$ cat config.mk
export PLATFORM = sky130hd
export DESIGN_NAME = http_chunked_body_decoder_unit
export DESIGN_NICKNAME = d
export VERILOG_FILES = /design/src/rtl/chbd_pkg.sv /design/src/rtl/chbd_step.sv /design/src/rtl/http_chunked_body_decoder_unit.sv
export SDC_FILE = /design/constraint.sdc
export NUM_CORES = 1
export LEC_CHECK = 0
export BUFFER_PORTS_ARGS = -buffer_cell sky130_fd_sc_hd__clkbuf_2
export CAP_MARGIN = 20
export CORE_UTILIZATION = 25
export DETAILED_ROUTE_END_ITERATION = 8
export PLACE_DENSITY = 0.38
export SYNTH_ARGS = -nofsm -noshare
export SYNTH_HDL_FRONTEND = slang
export SYNTH_SLANG_ARGS = --single-unit
$ cat constraint.sdc
create_clock -name aclk -period 4 [get_ports aclk]
set_input_delay 0.8 -clock aclk [delete_from_list [all_inputs] [get_ports aclk]]
set_output_delay 0.8 -clock aclk [all_outputs]
set_load 0.02 [all_outputs]
$ cat src/rtl/chbd_pkg.sv
package chbd_pkg;

    localparam int ByteW  = 8;
    localparam int CountW = 32;
    localparam int PhaseW = 3;
    localparam int KindW  = 2;
    localparam int DigitW = 5;

    localparam logic [ByteW-1:0] CharCr = 8'h0D;
    localparam logic [ByteW-1:0] CharLf = 8'h0A;

    localparam logic [DigitW-1:0] HexNone = 5'd16;

    // phase codes
    localparam logic [PhaseW-1:0] PH_HEADER    = 3'd0;
    localparam logic [PhaseW-1:0] PH_SKIP_PRE  = 3'd1;
    localparam logic [PhaseW-1:0] PH_SIZE      = 3'd2;
    localparam logic [PhaseW-1:0] PH_SKIP_POST = 3'd3;
    localparam logic [PhaseW-1:0] PH_DATA      = 3'd4;
    localparam logic [PhaseW-1:0] PH_DONE      = 3'd5;

    // result kinds
    localparam logic [KindW-1:0] KIND_DROP   = 2'd0;
    localparam logic [KindW-1:0] KIND_HEADER = 2'd1;
    localparam logic [KindW-1:0] KIND_BODY   = 2'd2;

    typedef struct packed {
        logic [1:0]        header_match;
        logic [PhaseW-1:0] phase;
        logic [CountW-1:0] chunk_size;
        logic [CountW-1:0] bytes_left;
        logic [CountW-1:0] body_count;
    } dec_state_t;

    typedef struct packed {
        logic [ByteW-1:0]  out_byte;
        logic [KindW-1:0]  out_kind;
        logic              header_seen;
        logic [CountW-1:0] body_len;
    } dec_result_t;

    // 0..15 for a hex digit, HexNone otherwise
    function automatic logic [DigitW-1:0] hex_value(input logic [ByteW-1:0] b);
        logic [DigitW-1:0] v;
        v = HexNone;
        if (b >= 8'h30 && b <= 8'h39) begin
            v = {1'b0, 4'(b - 8'h30)};
        end else if (b >= 8'h61 && b <= 8'h66) begin
            v = {1'b0, 4'(b - 8'h57)};
        end else if (b >= 8'h41 && b <= 8'h46) begin
            v = {1'b0, 4'(b - 8'h37)};
        end
        return v;
    endfunction

endpackage

$ cat src/rtl/chbd_step.sv
module chbd_step
    import chbd_pkg::*;
(
    input  dec_state_t       cur,
    input  logic [ByteW-1:0] data_byte,
    output dec_state_t       nxt,
    output dec_result_t      res
);

    logic              is_crlf;
    logic [DigitW-1:0] digit;
    logic [KindW-1:0]  kind;
    logic              want_lf;
    logic [ByteW-1:0]  want;

    assign is_crlf = (data_byte == CharCr) || (data_byte == CharLf);
    assign digit   = hex_value(data_byte);
    assign want_lf = cur.header_match[0];
    assign want    = want_lf ? CharLf : CharCr;

    always_comb begin
        nxt  = cur;
        kind = KIND_DROP;
        case (cur.phase)
            PH_HEADER: begin
                kind = KIND_HEADER;
                if (data_byte == want) begin
                    if (cur.header_match == 2'd3) begin
                        nxt.header_match = 2'd0;
                        nxt.phase        = PH_SKIP_PRE;
                    end else begin
                        nxt.header_match = cur.header_match + 2'd1;
                    end
                end else begin
                    nxt.header_match = (data_byte == CharCr) ? 2'd1 : 2'd0;
                end
            end
            PH_SKIP_PRE: begin
                if (!is_crlf) begin
                    if (digit != HexNone) begin
                        nxt.chunk_size = CountW'(digit[3:0]);
                        nxt.phase      = PH_SIZE;
                    end else begin
                        nxt.chunk_size = '0;
                        nxt.phase      = PH_DONE;
                    end
                end
            end
            PH_SIZE: begin
                if (!is_crlf && digit != HexNone) begin
                    // shift in one nibble, wraps mod 2^32
                    nxt.chunk_size = {cur.chunk_size[CountW-5:0], digit[3:0]};
                end else begin
                    nxt.phase = (cur.chunk_size == '0) ? PH_DONE : PH_SKIP_POST;
                end
            end
            PH_SKIP_POST: begin
                if (!is_crlf) begin
                    kind           = KIND_BODY;
                    nxt.bytes_left = cur.chunk_size - CountW'(1);
                    nxt.phase      = (cur.chunk_size == CountW'(1)) ? PH_SKIP_PRE : PH_DATA;
                end
            end
            PH_DATA: begin
                kind           = KIND_BODY;
                nxt.bytes_left = cur.bytes_left - CountW'(1);
                if (cur.bytes_left == CountW'(1)) begin
                    nxt.phase = PH_SKIP_PRE;
                end
            end
            default: begin
            end
        endcase

        if (kind == KIND_BODY && cur.body_count != '1) begin
            nxt.body_count = cur.body_count + CountW'(1);
        end

        res.out_byte    = (kind != KIND_DROP) ? data_byte : '0;
        res.out_kind    = kind;
        res.header_seen = (nxt.phase != PH_HEADER);
        res.body_len    = nxt.body_count;
    end

endmodule

$ cat src/rtl/http_chunked_body_decoder_unit.sv
// path: an accepted input word goes to the input register, its result word to the
// result register on m_axis; throughput: one word per cycle unless m_axis stalls;
// one input register, one result register, the combinational decode step between them
// reset: aresetn synchronous active low clears both stages and the decoder state;
// the decoder state also returns to reset after a word marked tlast is decoded
module http_chunked_body_decoder_unit
    import chbd_pkg::*;
(
    input  logic        aclk,
    input  logic        aresetn,

    input  logic        s_axis_tvalid,
    output logic        s_axis_tready,
    input  logic [7:0]  s_axis_tdata,   // [7:0] data_byte
    input  logic        s_axis_tlast,   // last_byte

    output logic        m_axis_tvalid,
    input  logic        m_axis_tready,
    output logic [47:0] m_axis_tdata,   // [7:0] out_byte, [8] header_seen,
                                        // [40:9] body_len, [47:41] zero fill
    output logic [1:0]  m_axis_tuser,   // [1:0] out_kind
    output logic        m_axis_tlast    // end_of_message
);

    // input stage
    logic             in_valid_reg, in_valid_next;
    logic [ByteW-1:0] in_byte_reg;
    logic             in_last_reg;

    // result stage
    logic             out_valid_reg, out_valid_next;
    dec_result_t      out_res_reg;
    logic             out_last_reg;

    // decoder state
    dec_state_t       state_reg, state_next;
    dec_state_t       step_nxt;
    dec_result_t      step_res;

    logic out_free;
    logic step_fire;
    logic in_fire;

    // result slot frees up when empty or being drained this cycle
    assign out_free  = !out_valid_reg || m_axis_tready;
    assign step_fire = in_valid_reg && out_free;
    // input slot takes a word when empty or its word moves on this cycle
    assign s_axis_tready = !in_valid_reg || step_fire;
    assign in_fire       = s_axis_tvalid && s_axis_tready;

    chbd_step u_step (
        .cur       (state_reg),
        .data_byte (in_byte_reg),
        .nxt       (step_nxt),
        .res       (step_res)
    );

    always_comb begin
        in_valid_next = in_valid_reg;
        if (in_fire) begin
            in_valid_next = 1'b1;
        end else if (step_fire) begin
            in_valid_next = 1'b0;
        end

        out_valid_next = out_valid_reg;
        if (step_fire) begin
            out_valid_next = 1'b1;
        end else if (m_axis_tready) begin
            out_valid_next = 1'b0;
        end

        state_next = state_reg;
        if (step_fire) begin
            // end of message: drop back to header search with counts cleared
            state_next = in_last_reg ? '0 : step_nxt;
        end
    end

    always_ff @(posedge aclk) begin
        if (!aresetn) begin
            in_valid_reg  <= 1'b0;
            out_valid_reg <= 1'b0;
            state_reg     <= '0;
        end else begin
            in_valid_reg  <= in_valid_next;
            out_valid_reg <= out_valid_next;
            state_reg     <= state_next;
        end
    end

    // payload registers, no reset
    always_ff @(posedge aclk) begin
        if (in_fire) begin
            in_byte_reg <= s_axis_tdata;
            in_last_reg <= s_axis_tlast;
        end
        if (step_fire) begin
            out_res_reg  <= step_res;
            out_last_reg <= in_last_reg;
        end
    end

    assign m_axis_tvalid = out_valid_reg;
    assign m_axis_tdata  = {7'd0, out_res_reg.body_len, out_res_reg.header_seen,
                            out_res_reg.out_byte};
    assign m_axis_tuser  = out_res_reg.out_kind;
    assign m_axis_tlast  = out_last_reg;

    // a decoded last word leaves the decoder in its reset state
    a_last_clears: assert property (@(posedge aclk) disable iff (!aresetn)
        step_fire && in_last_reg |=> state_reg == '0)
        else $error("state not cleared after last word");

    // no body counting while still searching for the header end
    a_header_no_body: assert property (@(posedge aclk) disable iff (!aresetn)
        state_reg.phase == PH_HEADER |-> state_reg.body_count == '0)
        else $error("body count nonzero during header search");

    // body words carry a nonzero count and a seen header
    a_body_result: assert property (@(posedge aclk) disable iff (!aresetn)
        m_axis_tvalid && out_res_reg.out_kind == KIND_BODY
        |-> out_res_reg.header_seen && out_res_reg.body_len != '0)
        else $error("body word without header or count");

    // result register is never overwritten while holding an untaken word
    a_no_overwrite: assert property (@(posedge aclk) disable iff (!aresetn)
        out_valid_reg && !m_axis_tready |-> !step_fire)
        else $error("result overwritten while stalled");

    // undefined kind code never produced
    a_kind_range: assert property (@(posedge aclk) disable iff (!aresetn)
        m_axis_tvalid |-> out_res_reg.out_kind != 2'd3)
        else $error("invalid result kind");

endmodule

Word level (Yosys, flattened, before mapping)

Index checks and enable logic that the tools add are counted.

Flip-flop bits (word level): 156
Bits of input ports: 13
Output and inout port bits: 53
Logic and storage cells: 98

$add $sub $neg: 7
Order comparisons: 6
Eq/ne operators: 16
Multiplexer cells: 30
Reductions and logical operators: 25

Operator list:

| cell                                                               | count |
|---|---|
| case mux 32 bit (2 select lines)                                   | 2 |
| 2-to-1 mux 101 bit                                                 | 1 |
| 2-to-1 mux 32 bit                                                  | 3 |
| 2-to-1 mux 35 bit                                                  | 2 |
| equality test 32 x 1 -> 1 bit (second input constant)              | 2 |
| subtractor 32 x 1 -> 32 bit (second input constant)                | 2 |
| adder 32 x 1 -> 32 bit (second input constant)                     | 1 |
| zero test 32 bit                                                   | 1 |
| != test 32 bit (second input constant)                             | 1 |
| 2-to-1 mux 3 bit                                                   | 8 |
| equality test 8 x 4 -> 1 bit (second input constant)               | 2 |
| greater-or-equal comparator 8 x 7 -> 1 bit (second input constant) | 2 |
| <= comparator 8 x 7 -> 1 bit (second input constant)               | 2 |
| 2-to-1 mux 5 bit                                                   | 3 |
| case mux 3 bit (5 select lines)                                    | 1 |
| nonzero test 3 bit                                                 | 3 |
| equality test 8 x 4 -> 1 bit                                       | 1 |
| greater-or-equal comparator 8 x 6 -> 1 bit (second input constant) | 1 |
| <= comparator 8 x 6 -> 1 bit (second input constant)               | 1 |
| 2-to-1 mux 2 bit                                                   | 4 |
| nonzero test 2 bit                                                 | 4 |
| subtractor 4 x 3 -> 4 bit (second input constant)                  | 2 |
| logical AND 1 bit                                                  | 7 |
| equality test 3 x 2 -> 1 bit (second input constant)               | 2 |
| other kinds (16)                                                   | 26 |

Logic depth before layout (Yosys ltp)

Gate-level depths: netlist (run 1).

Word-level depth: 10
Gate-level depth with buffers: 10
Mapped depth without buffers: 9

Modules after synthesis

Synthesis (run 1) repeated with hierarchy kept, for this count alone.

Cell total of the unflattened synthesis: 1021
Area, all modules: 9629.2 sq um

By module, submodules not included:

| module                         | times used | cells each | area an instance (sq um) | sequential area each (sq um) |
|---|---|---|---|---|
| http_chunked_body_decoder_unit | 1          | 520        | 6216.0                   | 3653.5 |
| chbd_step                      | 1          | 501        | 3413.3                   | 0.0 |

Least setup slack after synthesis (run 1)

Ideal clock, no wire load.

Path type: input to register
Start: in m_axis_tready
End: reg state_reg[70] (netlist name)
Setup time: 0.070 ns
Data arrival time: 3.193 ns
Required time: 3.930 ns
Path slack: 0.736 ns
Cell stages on the path: 8
Buffers on the path: 1
Cell sequence: nand2b_1 nand2_1 inv_1 nand2_1 nor3b_2 clkbuf_1 nand2_1 a21oi_1

Longest elaborated chain between the ends: 3

Ends and longest elaborated chain:

| element                       | line                                 | text |
|---|---|---|
| start, declared               | http_chunked_body_decoder_unit.sv:18 | `input logic m_axis_tready,` |
| logical OR 1 bit              | http_chunked_body_decoder_unit.sv:45 | `assign out_free = !out_valid_reg \|\| m_axis_tready;` |
| logical AND 1 bit             | http_chunked_body_decoder_unit.sv:46 | `assign step_fire = in_valid_reg && out_free;` |
| AND reduction 4 bit (no line) | -                                    |  |
| end signal, assigned          | http_chunked_body_decoder_unit.sv:88 | `state_reg <= state_next;` |
| end, declared                 | http_chunked_body_decoder_unit.sv:36 | `dec_state_t state_reg, state_next;` |

No other way between the ends.
A chain may end at the register's enable or synchronous reset.

Worst setup path in the final report (run 1)

Start: reg in_byte_reg[7]
End: reg state_reg[50] (netlist name)

Longest elaborated chain between the ends: 4
Elaborated cells between the ends (all ways): 5
Those cells by class: 3 x eq/ne; 2 x reduce/logical

Ends and longest elaborated chain:

| element                         | line                                 | text |
|---|---|---|
| start, declared                 | http_chunked_body_decoder_unit.sv:27 | `logic [ByteW-1:0] in_byte_reg;` |
| start signal, assigned          | http_chunked_body_decoder_unit.sv:95 | `in_byte_reg <= s_axis_tdata;` |
| equality test 8 x 4 -> 1 bit    | chbd_step.sv:16                      | `assign is_crlf = (data_byte == CharCr) \|\| (data_byte == CharLf);` |
| logical OR 1 bit *              | chbd_step.sv:16                      |  |
| != test 3 bit (no line) *       | -                                    |  |
| AND reduction 3 bit (no line) * | -                                    |  |

Mark *: on every way between the ends. The rest lies on a longest branch, timed or not.

==> results of run 1 <==
where the power goes:
group,switching [uW],total (uW),leakage (uW),internal [uW]
registers,25.3,1700,0.00131,1670
clock network,710,1670,0.000297,956
logic,203,289,0.00193,86.2
total,939,3650,0.00353,2710
worst max-delay path: stages (launching register included):
cell and delay, ns:
edfxtp_1 0.46, or4_1 0.57, o31a_1 0.42, o31ai_2 0.22
buf_4 0.30, and2_0 0.71, o21ai_0 0.21, o21ai_0 0.10
Yosys cell counts (all sizes together) (3+ instances only):
| cell type | number |
|---|---|
| dfxtp | 103 |
| o21ai | 95 |
| nand2 | 91 |
| a21oi | 74 |
| nor2 | 64 |
| clkbuf | 56 |
| edfxtp | 53 |
| xor2 | 33 |
| nor4 | 31 |
| xnor2 | 30 |
| nor3 | 28 |
| nand3 | 27 |
| or3 | 23 |
| or4 | 23 |
| a31oi | 17 |
| buf | 17 |
| nand4 | 16 |
| o211ai | 16 |
| o31ai | 16 |
| and3 | 13 |
| inv | 13 |
| nor2b | 11 |
| and2 | 10 |
| ha | 10 |
| a41oi | 7 |
| and4 | 7 |
| a22o | 6 |
| nor3b | 6 |
| o21a | 6 |
| a2111oi | 5 |
| a32o | 4 |
| nand2b | 4 |
| or2 | 4 |
| a211oi | 3 |
| a221oi | 3 |
| a22oi | 3 |
| a32oi | 3 |
| mux2i | 3 |
| nor4b | 3 |
| o31a | 3 |
| o41ai | 3 |
kinds of logic (layout without fill, tap and decap cells):
| logic type | Yosys count | count (layout) |
|---|---|---|
| AOI/OAI and AO/OA | 282 | 282 |
| xor gates and xnor gates | 63 | 63 |
| adders and majority gates | 10 | 10 |
| buffers and inverters | 86 | 126 |
| DFF | 156 | 156 |
| muxes | 5 | 5 |
| other | 1 | 7 |
| and+or+nand+nor | 363 | 363 |
final cells by class:
cell class	count	area (um^2)	share of cell area (%)
clock buffer	19	453	4.62
clock inverter	13	141	1.44
inverter	13	48.8	0.498
multi-input combinational	730	4490	45.8
sequential	156	3650	37.3
tap	448	561	5.72
timing repair buffer	81	463	4.72
stage by stage:
step	hold WS (ns)	area [um^2]	setup WS, ns
2_1_floorplan	0.433	8490	0.736
3_3_place_gp	0.463	9210	0.894
3_5_place_dp	0.459	9210	0.894
4_1_cts	0.478	9810	0.884
5_1_grt	0.491	9810	0.622
6_report	0.476	9810	0.930
layer usage:
layer,part of all wire (%),track usage [%],vias to the layer above
met5,0,0,-
met4,1.6,4.95,0
met3,3.0,2.72,26
met2,44,23.5,140
met1,51,21.9,3538
li1,-,-,3659
path summary, 6_finish.rpt:
kind,from,endpoint,slack [ns],depth (start not counted)
hold reg to reg,state_reg[57],state_reg[57],0.48,1
setup reg to reg,in_byte_reg[7],state_reg[50],0.93,7
hold / removal,state_reg[57],state_reg[57],0.48,1
setup / recovery,in_byte_reg[7],state_reg[50],0.93,7
==> summary.md, run 1 <==
| Metric | Value |
|---|---|
| Starting Density | `about a quarter` |
| Commonest non-fill, non-tap cells in the layout | `dfxtp_1 (103), o21ai_0 (93), nand2_1 (91), a21oi_1 (74), nor2_1 (64)` |
| H-tree Lvls | `4` |
| CTS Hold Bufs | `0` |
| Setup crit end kind | `flop` |
| Most common cell after layout, fill and taps aside | `dfxtp_1` |
| Post-CTS setup repair buffer count | `0` |
| TritonCTS Buffers | `17` |
| Synth area leaders | `dfxtp_1 (24%), edfxtp_1 (19%), o21ai_0 (5.5%), a21oi_1 (4.4%), nand2_1 (4.0%)` |
| Max FO, Critical Path | `23` |
| Total core area | `33400 um^2` |
| Vias per inst | `approximately 5.0` |
| Die Ht | `between 150 and 200 um` |
| Max clock buf depth | `2` |
| Cell Pwr Density | `about 370 nW/um^2` |
| Post-synthesis xor/xnor area fraction | `6.52%` |
| Reg clk slew, reported paths | `0.07 ns` |
| Layout cell share with drive strength beyond 1 | `a little over an eighth` |
| Placed cell count | `1428` |
| Hold Crit Class | `flop to flop` |
| Unrepaired setup endpoints after global routing | `false` |
| Layout fillers | `3645` |
| Worst Max-Slew Pin Slew | `0.830 ns` |
| HPWL Detailed | `17200 um` |
| Mapped Area | `~8500 um^2` |
| Leak Pwr | `0.00353 uW` |
| ANT cells | `0` |
| CP startpoint kind | `flop` |
| Synth Area in Simple Gates | `about 22%` |
| Synthesized flop and latch total | `156` |
| Async SR Flop Fraction | `0%` |
| Die X | `186 um` |
| Sequential share of the synthesized area | `43.2%` |
| DRC Markers | `0` |
| I/O Pins | `66` |
| # setup viols final | `0` |
| Worst setup path category | `flop to flop` |
| Number of global-route vias before repair | `7030` |
| Avg Inst Size Synth | `8.76 um^2` |
| CTS tree | `built` |
| Synth-to-Final Area Change | `15.8%` |
| EDFF count, synth | `53` |
| Port Buffer Count | `58` |
| Via count | `7363` |
| Final core occ | `between 20% and 30%` |
| Data required, critical path | `4.37 ns` |
| Final wirelength | `25400 um` |
| Tot Pwr | `3650 uW` |
| Worst slew margin | `44.6%` |
| Clock period minus worst slack | `3.07 ns` |
| Adder-cell share of the synthesized area | `~1.5%` |
| WL per Instance | `17.4 um` |
| Iter 0 DRT Violations | `426` |
| Final #Nets | `1022` |
| Worst vdd ir | `around 0.28 mV` |
| Final Max Slew Viols | `0` |
| Final Wtd Congestion | `0.788` |
| Synth Instances | `about 970` |
| Worst-Skew Late Latency | `~0.44 ns` |
| Num rows | `67` |
| Die ar. | `roughly 35000 um^2` |
| Synth Area in Compound Gates | `a little over a fifth` |
| Area share of the largest cell type after synthesis | `24.4%` |
| Skew final | `0.0102 ns` |
| Largest net degree at the start of global routing | `65` |
| Root Buffer | `clkbuf_16` |
| First-pass GRT wire length | `roughly 40000 um` |
| Crit path arrival time | `3.44 ns` |
| Synth cell types | `71` |
| Final Hold Fails | `0` |
| Combinational family with the most area after synthesis | `simple AND/OR/NAND/NOR gates` |
| Remaining global-route overflow | `0` |
| Setup TNS | `0 ns` |
| Remaining antenna violation count | `0` |
| Clock sinks | `156` |
| Non-filler cells in the finished layout | `~1500` |
| Max Clk Rate | `0.326 GHz` |
| Initial antenna violation count | `0` |
| Period utilisation layout | `76.8%` |
| Maximum Capacitance Violations | `0` |
| DR pass1 iterations | `8` |
| Most used DFF post-synth | `dfxtp_1` |
| Synthesis Warnings | `0` |
| Cell taking the most area after synthesis | `dfxtp_1` |
| GRT Resource Usage Total | `between 15 and 20%` |
| Mux cell area share after synthesis | `less than 1%` |
| Status | `finished clean` |
| CTS resizes | `0` |
| Max reg flops | `101` |
No activity file was read; power rests on OpenSTA's default activity.
==> inputs of run 2 (changes only) <==
- clock period: 4 -> 3.2 ns (I/O delays scaled with it)
==> summary.md, run 2 (same netlist as run 1, synthesis figures left out) <==
| Metric | Value |
|---|---|
| Status | `finished clean` |
| Die Ht | `186 um (unchanged)` |
| Number of global-route vias before repair | `7041 (+0.16%)` |
| Setup crit end kind | `flop` |
| Hold worst-path end | `in_last_reg` |
| DRC Markers | `0 (unchanged)` |
| Final #Nets | `1036 (+1.4%)` |
| Max clock buf depth | `2 (unchanged)` |
| Starting Density | `25.3% (unchanged)` |
| Cell mode on critical path | `inv_1` |
| Final hold slack | `0.374 ns (-0.102 ns)` |
| CTS Hold Bufs | `0 (unchanged)` |
| Die ar. | `34600 um^2 (unchanged)` |
| WL per Instance | `17.2 um (-0.88%)` |
| Remaining antenna violation count | `0 (unchanged)` |
| I/O Pins | `66 (unchanged)` |
| Num rows | `67 (unchanged)` |
| Non-filler cells in the finished layout | `1474 (+0.96%)` |
| ANT cells | `0 (unchanged)` |
| CP Cell Sequence | `inv_1 -> ha_1 -> mux2i_1 -> o31a_1 -> nor2_1 -> inv_1 -> nand3_1 -> or4_1 -> a21oi_1` |
| Max reg flops | `101 (unchanged)` |
| Most common cell after layout, fill and taps aside | `dfxtp_1` |
| HPWL Detailed | `17500 um (+1.3%)` |
| Final wirelength | `25400 um (about the same)` |
| Worst R2R Start | `in_byte_reg[1]` |
| Cell Pwr Density | `447 nW/um^2 (+20%)` |
| Clock period minus worst slack | `2.83 ns (-0.240 ns)` |
| Hold Crit Class | `input pin to flop` |
| Leak Pwr | `0.00356 uW (+0.67%)` |
| CP startpoint kind | `flop` |
| Worst-Skew Late Latency | `0.44 ns (about the same)` |
| Worst reg2reg setup slack | `0.37 ns (-0.56 ns)` |
| TritonCTS Buffers | `17 (unchanged)` |
| Worst Max-Slew Pin Slew | `0.771 ns (-0.0588 ns)` |
| Root Buffer | `clkbuf_16` |
| Iter 0 DRT Violations | `523 (+23%)` |
| Worst hold stages | `1 (unchanged)` |
| Max Clk Rate | `0.353 GHz (+8.5%)` |
| Worst vdd ir | `0.335 mV (+19%)` |
| GRT Resource Usage Total | `15.4% (-0.059 points)` |
| CTS resizes | `0 (unchanged)` |
| Maximum Capacitance Violations | `0 (unchanged)` |
| Via count | `7375 (+0.16%)` |
| Die X | `186 um (unchanged)` |
| First-pass GRT wire length | `40700 um (+0.58%)` |
| Hold Startpoint | `s_axis_tlast` |
| # setup viols final | `0 (unchanged)` |
| Initial antenna violation count | `0 (unchanged)` |
| Clock sinks | `156 (unchanged)` |
| Layout fillers | `3581 (-1.8%)` |
| Final Hold Fails | `0 (unchanged)` |
| Placed cell count | `1442 (+0.98%)` |
| CTS tree | `built` |
| DR pass1 iterations | `4 (-4)` |
| Final Wtd Congestion | `0.755 (-4.2%)` |
| Port Buffer Count | `58 (unchanged)` |
| Total core area | `33400 um^2 (unchanged)` |
| Remaining global-route overflow | `0 (unchanged)` |
| Unrepaired setup endpoints after global routing | `false` |
| Layout cell share with drive strength beyond 1 | `14.0% (+0.60 points)` |
| Worst setup path category | `flop to flop` |
| Commonest non-fill, non-tap cells in the layout | `dfxtp_1 (103), o21ai_0 (93), nand2_1 (91), a21oi_1 (74), nor2_1 (64)` |
| Period utilisation layout | `88.4% (+12 points)` |
| Max FO, Critical Path | `8 (-65%)` |
| Reg2reg path depth | `9 (+2)` |
| Reg clk slew, reported paths | `0.07 ns (about the same)` |
| Largest net degree at the start of global routing | `56 (-14%)` |
| Post-CTS setup repair buffer count | `0 (unchanged)` |
| Setup TNS | `0 ns (unchanged)` |
| Final Max Slew Viols | `0 (unchanged)` |
| Tot Pwr | `4400 uW (+21%)` |
| H-tree Lvls | `4 (unchanged)` |
| Crit-path slowest cell | `or4_1` |
| Vias per inst | `5.00 (-0.79%)` |
| Worst slew margin | `48.1% (+3.5 points)` |
| Worst path max stage delay | `0.51 ns (-0.20 ns)` |
| Crit path arrival time | `3.19 ns (-0.25 ns)` |
| Data required, critical path | `3.56 ns (-0.81 ns)` |
| Worst r2r dst | `state_reg[7]` |
| Skew final | `0.0124 ns (+0.00218 ns)` |
| Synth-to-Final Area Change | `16.4%` |
-- run 2: layer usage --
metal	up-vias	routed length, um	track usage (%)	part of all wire [%]
li1	3708	-	-	-
met1	3529	12900	21.5	51
met2	117	11300	23.5	45
met3	21	686	2.92	2.7
met4	0	428	5.18	1.7
met5	-	0	0	0
-- run 2: worst max path at each step --
| stage | slack [ns] | depth (start not counted) | to | start |
|---|---|---|---|---|
| 3_3_place_gp | 0.40 | 8 | state_reg[29] | in_byte_reg[1] |
| 5_1_grt | 0.13 | 9 | state_reg[7] | in_byte_reg[1] |
| 6_report | 0.37 | 9 | state_reg[7] | in_byte_reg[1] |
| 2_1_floorplan | 0.1 | 8 | state_reg[70] | m_axis_tready |
| 3_5_place_dp | 0.39 | 9 | state_reg[7] | in_byte_reg[1] |
| 4_1_cts | 0.37 | 8 | state_reg[31] | in_byte_reg[0] |
-- run 2: area by class of cell --
class	instances	area [um^2]	share of cell area, %
repair buffers	95	568	5.77
clock inverters	13	103	1.04
clock buffers	19	433	4.39
inverters	13	48.8	0.495
well taps	448	561	5.69
flip-flops and latches	156	3650	37.1
multi-input cells	730	4490	45.5
-- run 2: report_power, final --
part	internal (uW)	switching, uW
Clock	1060	863
Sequential	2090	27.6
Combinational	111	258
-- run 2: stage by stage --
step | util (%) | area, um^2 | worst slack [ns]
6_report | 29.5 | 9850 | 0.370
5_1_grt | 29.5 | 9850 | 0.133
4_1_cts | 29.5 | 9850 | 0.370
3_5_place_dp | 27.9 | 9320 | 0.388
3_3_place_gp | 27.9 | 9320 | 0.403
2_1_floorplan | - | 8490 | 0.0964
-- run 2: worst max-delay path: cells and delay by family (launching register included) --
family                   cells  cell delay [ns]
AND/OR/NAND/NOR              3             0.92
multiplexers                 1             0.24
AO/OA/AOI/OAI                2             0.49
adder cells (fa/ha/maj)      1             0.25
buffers and inverters        2             0.37
flip-flops                   1             0.48
